[src/rtl/ctt_pkg.sv]
// Package with the shared constants, codes and types of the connection timeout table.
package ctt_pkg;

    localparam int TABLE_DEPTH = 32;
    localparam int MAX_RESULTS = 32;
    localparam int ADDR_W      = $clog2(TABLE_DEPTH);
    localparam int CNT_W       = $clog2(MAX_RESULTS + 1);

    localparam int MODE_W  = 2;
    localparam int ID_W    = 31;
    localparam int LIMIT_W = 16;
    localparam int TIME_W  = 32;
    localparam int KIND_W  = 3;

    localparam int IN_DATA_W  = 80;
    localparam int OUT_DATA_W = 32;

    localparam logic [MODE_W-1:0] MODE_INSERT = 2'd0;
    localparam logic [MODE_W-1:0] MODE_REMOVE = 2'd1;
    localparam logic [MODE_W-1:0] MODE_CHECK  = 2'd2;

    localparam logic [KIND_W-1:0] KIND_INSERTED = 3'd0;
    localparam logic [KIND_W-1:0] KIND_FULL     = 3'd1;
    localparam logic [KIND_W-1:0] KIND_REMOVED  = 3'd2;
    localparam logic [KIND_W-1:0] KIND_EXPIRED  = 3'd3;
    localparam logic [KIND_W-1:0] KIND_NONE     = 3'd4;

    typedef struct packed {
        logic [ID_W-1:0]    id;
        logic [TIME_W-1:0]  created;
        logic [LIMIT_W-1:0] limit;
    } t_entry;

    localparam int ENTRY_W = $bits(t_entry);

endpackage

[src/rtl/ctt_ram.sv]
// Generic single-port-write, single-port-read RAM with a registered read.
module ctt_ram #(
    parameter int WIDTH = 8,
    parameter int DEPTH = 32
) (
    input  logic                     i_clk,
    input  logic                     i_we,
    input  logic [$clog2(DEPTH)-1:0] i_waddr,
    input  logic [WIDTH-1:0]         i_wdata,
    input  logic                     i_re,
    input  logic [$clog2(DEPTH)-1:0] i_raddr,
    output logic [WIDTH-1:0]         o_rdata
);

    logic [WIDTH-1:0] mem [DEPTH];
    logic [WIDTH-1:0] r_rdata;

    always_ff @(posedge i_clk) begin
        if (i_we) begin
            mem[i_waddr] <= i_wdata;
        end
        if (i_re) begin
            r_rdata <= mem[i_raddr];
        end
    end

    assign o_rdata = r_rdata;

endmodule

[src/rtl/connection_timeout_table.sv]
// Connection table with insert, remove and idle-timeout expiry scan over one entry RAM.
// Valid items are scanned slot by slot, each slot by a RAM read state, then an evaluate state.
// Insert and remove stop their scan early on a matching id.
// Check scans every slot; every item also stalls while the output is full.
// Ignored items skip the scan. The entry RAM read port sets the per-slot pace.
// Reset clears the slot valid bits at once; the RAM contents are left as they are.
module connection_timeout_table (
    input  logic                              i_clk,
    input  logic                              i_rst_n,
    input  logic                              s_tvalid,
    output logic                              s_tready,
    // s_tdata: conn_id[30:0], timeout_ticks[46:31], now_time[78:47], zero pad [79]
    input  logic [ctt_pkg::IN_DATA_W-1:0]     s_tdata,
    // s_tuser: mode[1:0]
    input  logic [ctt_pkg::MODE_W-1:0]        s_tuser,
    output logic                              m_tvalid,
    input  logic                              m_tready,
    // m_tdata: result conn_id[30:0], zero pad [31]
    output logic [ctt_pkg::OUT_DATA_W-1:0]    m_tdata,
    // m_tuser: kind[2:0]
    output logic [ctt_pkg::KIND_W-1:0]        m_tuser,
    output logic                              m_tlast
);

    localparam logic [1:0] S_IDLE = 2'd0;
    localparam logic [1:0] S_RD   = 2'd1;
    localparam logic [1:0] S_EV   = 2'd2;
    localparam logic [1:0] S_FIN  = 2'd3;

    logic [1:0] r_state, n_state;

    logic [ctt_pkg::MODE_W-1:0]  r_op;
    logic                        r_ign;
    logic [ctt_pkg::ID_W-1:0]    r_id;
    logic [ctt_pkg::LIMIT_W-1:0] r_limit;
    logic [ctt_pkg::TIME_W-1:0]  r_now;

    logic [ctt_pkg::ADDR_W-1:0]  r_addr, n_addr;
    logic [ctt_pkg::TABLE_DEPTH-1:0] r_valid, n_valid;
    logic                        r_hit, n_hit;
    logic [ctt_pkg::ADDR_W-1:0]  r_hit_idx, n_hit_idx;
    logic                        r_pend, n_pend;
    logic [ctt_pkg::ID_W-1:0]    r_pend_id, n_pend_id;
    logic [ctt_pkg::CNT_W-1:0]   r_nres, n_nres;

    logic                        r_out_valid;
    logic [ctt_pkg::KIND_W-1:0]  r_out_kind;
    logic [ctt_pkg::ID_W-1:0]    r_out_id;
    logic                        r_out_last;

    logic                        push;
    logic [ctt_pkg::KIND_W-1:0]  push_kind;
    logic [ctt_pkg::ID_W-1:0]    push_id;
    logic                        push_last;

    logic                        ram_we;
    logic [ctt_pkg::ADDR_W-1:0]  ram_waddr;
    ctt_pkg::t_entry             ram_wdata;
    logic                        ram_re;
    logic [ctt_pkg::ENTRY_W-1:0] ram_rdata;
    ctt_pkg::t_entry             ent;

    logic                        accept;
    logic                        out_free;
    logic                        slot_v;
    logic                        match;
    logic                        expired;
    logic                        last_slot;
    logic [ctt_pkg::TIME_W-1:0]  age;
    logic                        free_found;
    logic [ctt_pkg::ADDR_W-1:0]  free_idx;
    logic [ctt_pkg::LIMIT_W-1:0] in_limit;
    logic [ctt_pkg::MODE_W-1:0]  in_mode;
    logic [ctt_pkg::ID_W-1:0]    in_id;

    ctt_ram #(
        .WIDTH (ctt_pkg::ENTRY_W),
        .DEPTH (ctt_pkg::TABLE_DEPTH)
    ) u_entry_ram (
        .i_clk   (i_clk),
        .i_we    (ram_we),
        .i_waddr (ram_waddr),
        .i_wdata (ram_wdata),
        .i_re    (ram_re),
        .i_raddr (r_addr),
        .o_rdata (ram_rdata)
    );

    assign s_tready = (r_state == S_IDLE);
    assign accept   = s_tvalid && s_tready;
    assign out_free = !r_out_valid || m_tready;

    assign in_mode  = s_tuser;
    assign in_id    = s_tdata[30:0];
    assign in_limit = (s_tdata[46:31] == '0) ? ctt_pkg::LIMIT_W'(1) : s_tdata[46:31];

    assign ent       = ctt_pkg::t_entry'(ram_rdata);
    assign slot_v    = r_valid[r_addr];
    assign match     = slot_v && (ent.id == r_id);
    assign age       = r_now - ent.created;
    assign expired   = slot_v && (age > {{(ctt_pkg::TIME_W-ctt_pkg::LIMIT_W){1'b0}}, ent.limit});
    assign last_slot = (r_addr == ctt_pkg::ADDR_W'(ctt_pkg::TABLE_DEPTH - 1));
    assign ram_re    = (r_state == S_RD);

    // Lowest free slot, from the valid flops.
    always_comb begin
        free_found = 1'b0;
        free_idx   = '0;
        for (int i = ctt_pkg::TABLE_DEPTH - 1; i >= 0; i--) begin
            if (!r_valid[i]) begin
                free_found = 1'b1;
                free_idx   = ctt_pkg::ADDR_W'(i);
            end
        end
    end

    always_comb begin
        n_state   = r_state;
        n_addr    = r_addr;
        n_valid   = r_valid;
        n_hit     = r_hit;
        n_hit_idx = r_hit_idx;
        n_pend    = r_pend;
        n_pend_id = r_pend_id;
        n_nres    = r_nres;
        push      = 1'b0;
        push_kind = ctt_pkg::KIND_NONE;
        push_id   = '0;
        push_last = 1'b0;
        ram_we    = 1'b0;
        ram_waddr = free_idx;
        ram_wdata = '{id: r_id, created: r_now, limit: r_limit};

        unique case (r_state)
            S_IDLE: begin
                if (accept) begin
                    n_addr = '0;
                    n_hit  = 1'b0;
                    n_pend = 1'b0;
                    n_nres = '0;
                    if ((in_mode == ctt_pkg::MODE_CHECK)
                        || ((in_mode == ctt_pkg::MODE_INSERT
                             || in_mode == ctt_pkg::MODE_REMOVE) && in_id != '0)) begin
                        n_state = S_RD;
                    end else begin
                        n_state = S_FIN;
                    end
                end
            end
            S_RD: begin
                n_state = S_EV;
            end
            S_EV: begin
                if (r_op == ctt_pkg::MODE_CHECK) begin
                    // A new expiry first pushes the previous one out as a non-final result.
                    if (expired && r_pend && !out_free) begin
                        n_state = S_EV;
                    end else begin
                        if (expired) begin
                            if (r_pend) begin
                                push      = 1'b1;
                                push_kind = ctt_pkg::KIND_EXPIRED;
                                push_id   = r_pend_id;
                            end
                            n_pend            = 1'b1;
                            n_pend_id         = ent.id;
                            n_valid[r_addr]   = 1'b0;
                            n_nres            = r_nres + 1'b1;
                        end
                        if (last_slot || (expired
                            && r_nres == ctt_pkg::CNT_W'(ctt_pkg::MAX_RESULTS - 1))) begin
                            n_state = S_FIN;
                        end else begin
                            n_addr  = r_addr + 1'b1;
                            n_state = S_RD;
                        end
                    end
                end else begin
                    if (match) begin
                        n_hit     = 1'b1;
                        n_hit_idx = r_addr;
                        if (r_op == ctt_pkg::MODE_REMOVE) begin
                            n_valid[r_addr] = 1'b0;
                        end
                        n_state = S_FIN;
                    end else if (last_slot) begin
                        n_state = S_FIN;
                    end else begin
                        n_addr  = r_addr + 1'b1;
                        n_state = S_RD;
                    end
                end
            end
            S_FIN: begin
                if (out_free) begin
                    push      = 1'b1;
                    push_last = 1'b1;
                    n_state   = S_IDLE;
                    n_pend    = 1'b0;
                    if (r_ign) begin
                        push_kind = ctt_pkg::KIND_NONE;
                    end else if (r_op == ctt_pkg::MODE_INSERT) begin
                        push_id = r_id;
                        if (r_hit || free_found) begin
                            push_kind          = ctt_pkg::KIND_INSERTED;
                            ram_we             = 1'b1;
                            ram_waddr          = r_hit ? r_hit_idx : free_idx;
                            n_valid[ram_waddr] = 1'b1;
                        end else begin
                            push_kind = ctt_pkg::KIND_FULL;
                        end
                    end else if (r_op == ctt_pkg::MODE_REMOVE) begin
                        push_kind = ctt_pkg::KIND_REMOVED;
                        push_id   = r_id;
                    end else if (r_pend) begin
                        push_kind = ctt_pkg::KIND_EXPIRED;
                        push_id   = r_pend_id;
                    end else begin
                        push_kind = ctt_pkg::KIND_NONE;
                    end
                end
            end
            default: begin
                n_state = S_IDLE;
            end
        endcase
    end

    always_ff @(posedge i_clk) begin
        if (!i_rst_n) begin
            r_state     <= S_IDLE;
            r_valid     <= '0;
            r_pend      <= 1'b0;
            r_hit       <= 1'b0;
            r_nres      <= '0;
            r_out_valid <= 1'b0;
        end else begin
            r_state <= n_state;
            r_valid <= n_valid;
            r_pend  <= n_pend;
            r_hit   <= n_hit;
            r_nres  <= n_nres;
            if (push) begin
                r_out_valid <= 1'b1;
            end else if (m_tready) begin
                r_out_valid <= 1'b0;
            end
        end
    end

    always_ff @(posedge i_clk) begin
        r_addr    <= n_addr;
        r_hit_idx <= n_hit_idx;
        r_pend_id <= n_pend_id;
        if (accept) begin
            r_op    <= in_mode;
            r_ign   <= !((in_mode == ctt_pkg::MODE_CHECK)
                         || ((in_mode == ctt_pkg::MODE_INSERT
                              || in_mode == ctt_pkg::MODE_REMOVE) && in_id != '0));
            r_id    <= in_id;
            r_limit <= in_limit;
            r_now   <= s_tdata[78:47];
        end
        if (push) begin
            r_out_kind <= push_kind;
            r_out_id   <= push_id;
            r_out_last <= push_last;
        end
    end

    assign m_tvalid = r_out_valid;
    assign m_tdata  = {1'b0, r_out_id};
    assign m_tuser  = r_out_kind;
    assign m_tlast  = r_out_last;

    a_ram_write_in_fin: assert property (@(posedge i_clk) disable iff (!i_rst_n)
        ram_we |-> (r_state == S_FIN && r_op == ctt_pkg::MODE_INSERT && !r_ign))
        else $error("entry RAM written outside the insert completion");

    a_pend_only_check: assert property (@(posedge i_clk) disable iff (!i_rst_n)
        r_pend |-> (r_op == ctt_pkg::MODE_CHECK && r_state != S_IDLE))
        else $error("pending expiry outside a check scan");

    a_fin_returns_idle: assert property (@(posedge i_clk) disable iff (!i_rst_n)
        (r_state == S_FIN && out_free) |=> (r_state == S_IDLE && m_tvalid && m_tlast))
        else $error("final result not issued on completion");

    a_count_bounded: assert property (@(posedge i_clk) disable iff (!i_rst_n)
        r_nres <= ctt_pkg::CNT_W'(ctt_pkg::MAX_RESULTS))
        else $error("expiry count above the result limit");

endmodule

[config.mk]
export PLATFORM = sky130hd
export DESIGN_NAME = connection_timeout_table
export DESIGN_NICKNAME = d
export VERILOG_FILES = /design/src/rtl/ctt_pkg.sv /design/src/rtl/ctt_ram.sv /design/src/rtl/connection_timeout_table.sv
export SDC_FILE = /design/constraint.sdc
export NUM_CORES = 2
export LEC_CHECK = 0
export BUFFER_PORTS_ARGS = -buffer_cell sky130_fd_sc_hd__buf_2
export CAP_MARGIN = 0
export CORE_MARGIN = 2
export CORE_UTILIZATION = 45
export DETAILED_ROUTE_END_ITERATION = 12
export HOLD_SLACK_MARGIN = 0.12
export PLACE_DENSITY = 0.67
export SLEW_MARGIN = 20
export SYNTH_ARGS = -nofsm -noshare
export SYNTH_HDL_FRONTEND = slang
export SYNTH_SLANG_ARGS = --single-unit
[constraint.sdc]
create_clock -name i_clk -period 8.92 [get_ports i_clk]
set_input_delay 1.784 -clock i_clk [delete_from_list [all_inputs] [get_ports i_clk]]
set_output_delay 1.784 -clock i_clk [all_outputs]
set_load 0.05 [all_outputs]
==> impl_metrics.tcl <==
set metrics [dict create \
    final_nets 5489 \
    ys.flop_type "edfxtp_1" \
    vdd_drop_max_uv 251 \
    final_common_cell "edfxtp_1" \
    cts.reportedPaths.clkPinSlew_ns 0.06 \
    synth_edf_count 2765 \
    crit_slowest_cell "edfxtp_1" \
    cts_sinks 2808 \
    via_count 54500 \
    rrSetupSlack_ns 2.10 \
    path_buf_inv 2 \
    yosys.area.top_type "edfxtp_1" \
    cts_resized 0 \
    post_dp_cell_area_um2 113000 \
    synth_xor_area_frac 0.00414 \
    leakagePower_nw 37.9 \
    fmax_ghz 0.147 \
    outcome "complete, no violations" \
    grt_use_total 0.222 \
    synth_compound_area_frac 0.0405 \
    synth_top_area_frac 0.769 \
    drv_slew 0 \
    antenna_left 0 \
    path_cells "ha_1 -> a211oi_1 -> o21bai_1 -> or2_2 -> a21oi_1 -> nand2_1 -> xor2_1 -> ha_1 -> a21o_1 -> a21o_1 -> a221oi_1 -> o21ai_0 -> nand2_1 -> o211a_1 -> or4b_2 -> nor4_4 -> buf_4 -> a2bb2oi_2 -> buf_4 -> o21ai_0" \
    grt_pass1_vias 53800 \
    place_congestion 0.867 \
    crit_path_end_kind "flip-flop" \
    antenna_found_initial 5 \
    synth-simple-area-share 0.0248 \
    final_hold_viol_count 0 \
    nFillCells 18400 \
    grt_pass1_wl_um 390000 \
    cp-start-kind "flip-flop" \
    drc 0 \
    cts-root-buf "clkbuf_16" \
    cts_tree "yes" \
    synthAdderAreaFrac 0.00633 \
    syn_inst 5041 \
    start_util 0.453 \
    utilization 0.514 \
    hp-class "reg -> reg" \
    netlist_area_um2 108000 \
    async_reset_ff_frac 0 \
    cpPeakStageDelay_ns 1.03 \
    syn_to_final_growth_pct 13.5 \
    coreArea_um2 238000 \
    ys_warn_count 0 \
    register_area_um2 83900 \
    power_mw 28.9 \
    p_per_area_nw_per_um2 236 \
    cts_buffer_depth 4 \
    dieArea_um2 244000 \
    dp_hpwl_um 141000 \
    muxShareOfSynthArea 0.134 \
    ys_seq_elements 2808 \
    viasPerCell 6.25 \
    yosys-top-cells-area "edfxtp_1, mux4_2, a22oi_1" \
    crit_type "reg -> reg" \
    port_buffers 121 \
    fin_skew_ns 0.0779 \
    wire_per_inst_um 31.3 \
    die_h_um 494 \
    grt_overflow 0 \
    hold_buffers 0 \
    tns_ns 0 \
    synth_top_family_by_area "multiplexers" \
    worst_pin_slew_ns 1.13 \
    slew_headroom 0.247 \
    setup_viol 0 \
    multi_input_area_um2 23000 \
    final_cell_mix "edfxtp_1, mux4_2, a22oi_1, clkbuf_16, nand2_1" \
    required_ns 9.56 \
    synth_cell_types 83 \
    dr.pass1.iters 7 \
    die_w_um 494 \
    worstPathMaxFanout 33 \
    io_pins 124 \
    row_count 179 \
    stdcell_area_um2 123000 \
    cts_setup_buffers 0 \
    fin_crit_ns 6.82 \
    grt_max_degree 130 \
    htree_levels 5 \
    ys_seq_area_frac 0.777 \
    rsz0062_at_grt "false" \
    cts-buffers-inserted 293 \
    drive_gt1_frac 0.247 \
    cpLargestDelayFamily "compound AO/OA/AOI/OAI gates" \
    drv_cap 0 \
    syn_nets 5181 \
    insertion_delay_ns 0.95 \
    cp.arrival_ns 7.46 \
    routed_wl_um 273000 \
    finalCritPeriodShare 0.764 \
    avgSynthCellArea_um2 21.4 \
    drtIter0Drc 7238 \
]
## power breakdown
group / internal (mW) / switching (mW) / total, mW / leakage [nW]
logic: 0.934 / 1.38 / 2.32 / 8.21
registers: 14.7 / 0.133 / 14.8 / 25.3
clock network: 6.85 / 4.86 / 11.7 / 4.38
total: 22.5 / 6.38 / 28.9 / 37.9
## synthesized netlist by cell type, types with 5 or more instances
cell,instances
nor4_1,22
xnor2_1,12
nor2_1,82
inv_1,74
ha_1,53
nor3_1,28
nor2b_1,12
edfxtp_1,2765
a21o_1,12
dfxtp_1,43
nand2b_1,16
clkbuf_1,194
nor3b_1,5
and3_1,7
a31oi_1,9
o21bai_1,5
o22ai_1,14
mux4_2,640
o31ai_1,11
buf_1,65
mux2i_1,7
o211a_1,5
a21boi_0,6
nand2_1,166
a21oi_1,53
xor2_1,39
o21a_1,12
a22oi_1,319
or2_2,6
and4_1,17
or3_1,8
nand3_1,20
o21ai_0,79
o211ai_1,7
a211oi_1,15
nand4_1,106
a41oi_1,5
buf_2,9
a41o_1,15
## worst register-to-register path: cells and delay by family (launching register included)
family / cells / cell delay (ns)
simple gates: 5 / 1.90
xor+xnor: 1 / 0.17
flops: 1 / 1.03
buf+inv: 2 / 0.67
fa+ha+maj: 2 / 0.65
compound gates: 10 / 2.09
## registers in the layout (all words and copies together), names as in the netlist, 2 cells and up
signal and count:
r_hit_idx 5, r_now 32, r_valid 32, m_tuser 3, r_state 2, r_id 31
r_pend_id 31, r_op 2, r_addr 5, u_entry_ram.mem 2528, u_entry_ram.o_rdata 79, r_nres 6
r_limit 16, r_out_id 31
## metal layers
| layer | GRT usage | wire length [um] | vias up |
|---|---|---|---|
| met4 | 0.0593 | 7010 | 0 |
| li1 | - | - | 22000 |
| met1 | 0.321 | 111000 | 29200 |
| met3 | 0.0356 | 23800 | 452 |
| met2 | 0.352 | 131000 | 2827 |
| met5 | 0 | 0 | - |
## metrics by stage
stage               hold slack (ns)  instances  setup WS, ns
finish                        0.480       8718          2.10
global route                  0.495       8716          1.72
global placement              0.460       8208          2.04
detailed placement            0.462       8208          1.97
floorplan                     0.439       5041        -0.492
CTS                           0.475       8702          2.15
## cell type report
cell class | count | share of cell area
Clock buffer | 367 | 0.0632
Tap cell | 3167 | 0.0323
Antenna cell | 3 | 0.0000613
Multi-Input combinational cell | 1885 | 0.188
Sequential cell | 2808 | 0.685
Clock inverter | 127 | 0.0103
Inverter | 74 | 0.00231
Timing Repair Buffer | 287 | 0.0192
## logic make-up (layout without fill, tap and decap cells)
logic type	after synthesis	after routing
AO/OA/AOI/OAI	610	610
adder cells (fa/ha/maj)	54	54
multiplexers	650	650
flip-flops	2808	2808
XOR/XNOR	51	51
AND/OR/NAND/NOR	519	519
other	1	4
buffers and inverters	348	855
## worst paths after layout
path                                               from             to  cells past startpoint
worst max register to register                 r_now[2]   r_out_id[22]                     20
worst max-delay path                           r_now[2]   r_out_id[22]                     20
worst min-delay path            u_entry_ram.o_rdata[65]  r_pend_id[17]                      0
worst min register to register  u_entry_ram.o_rdata[65]  r_pend_id[17]                      0
Note: power is estimated with default switching activity, not from simulation.
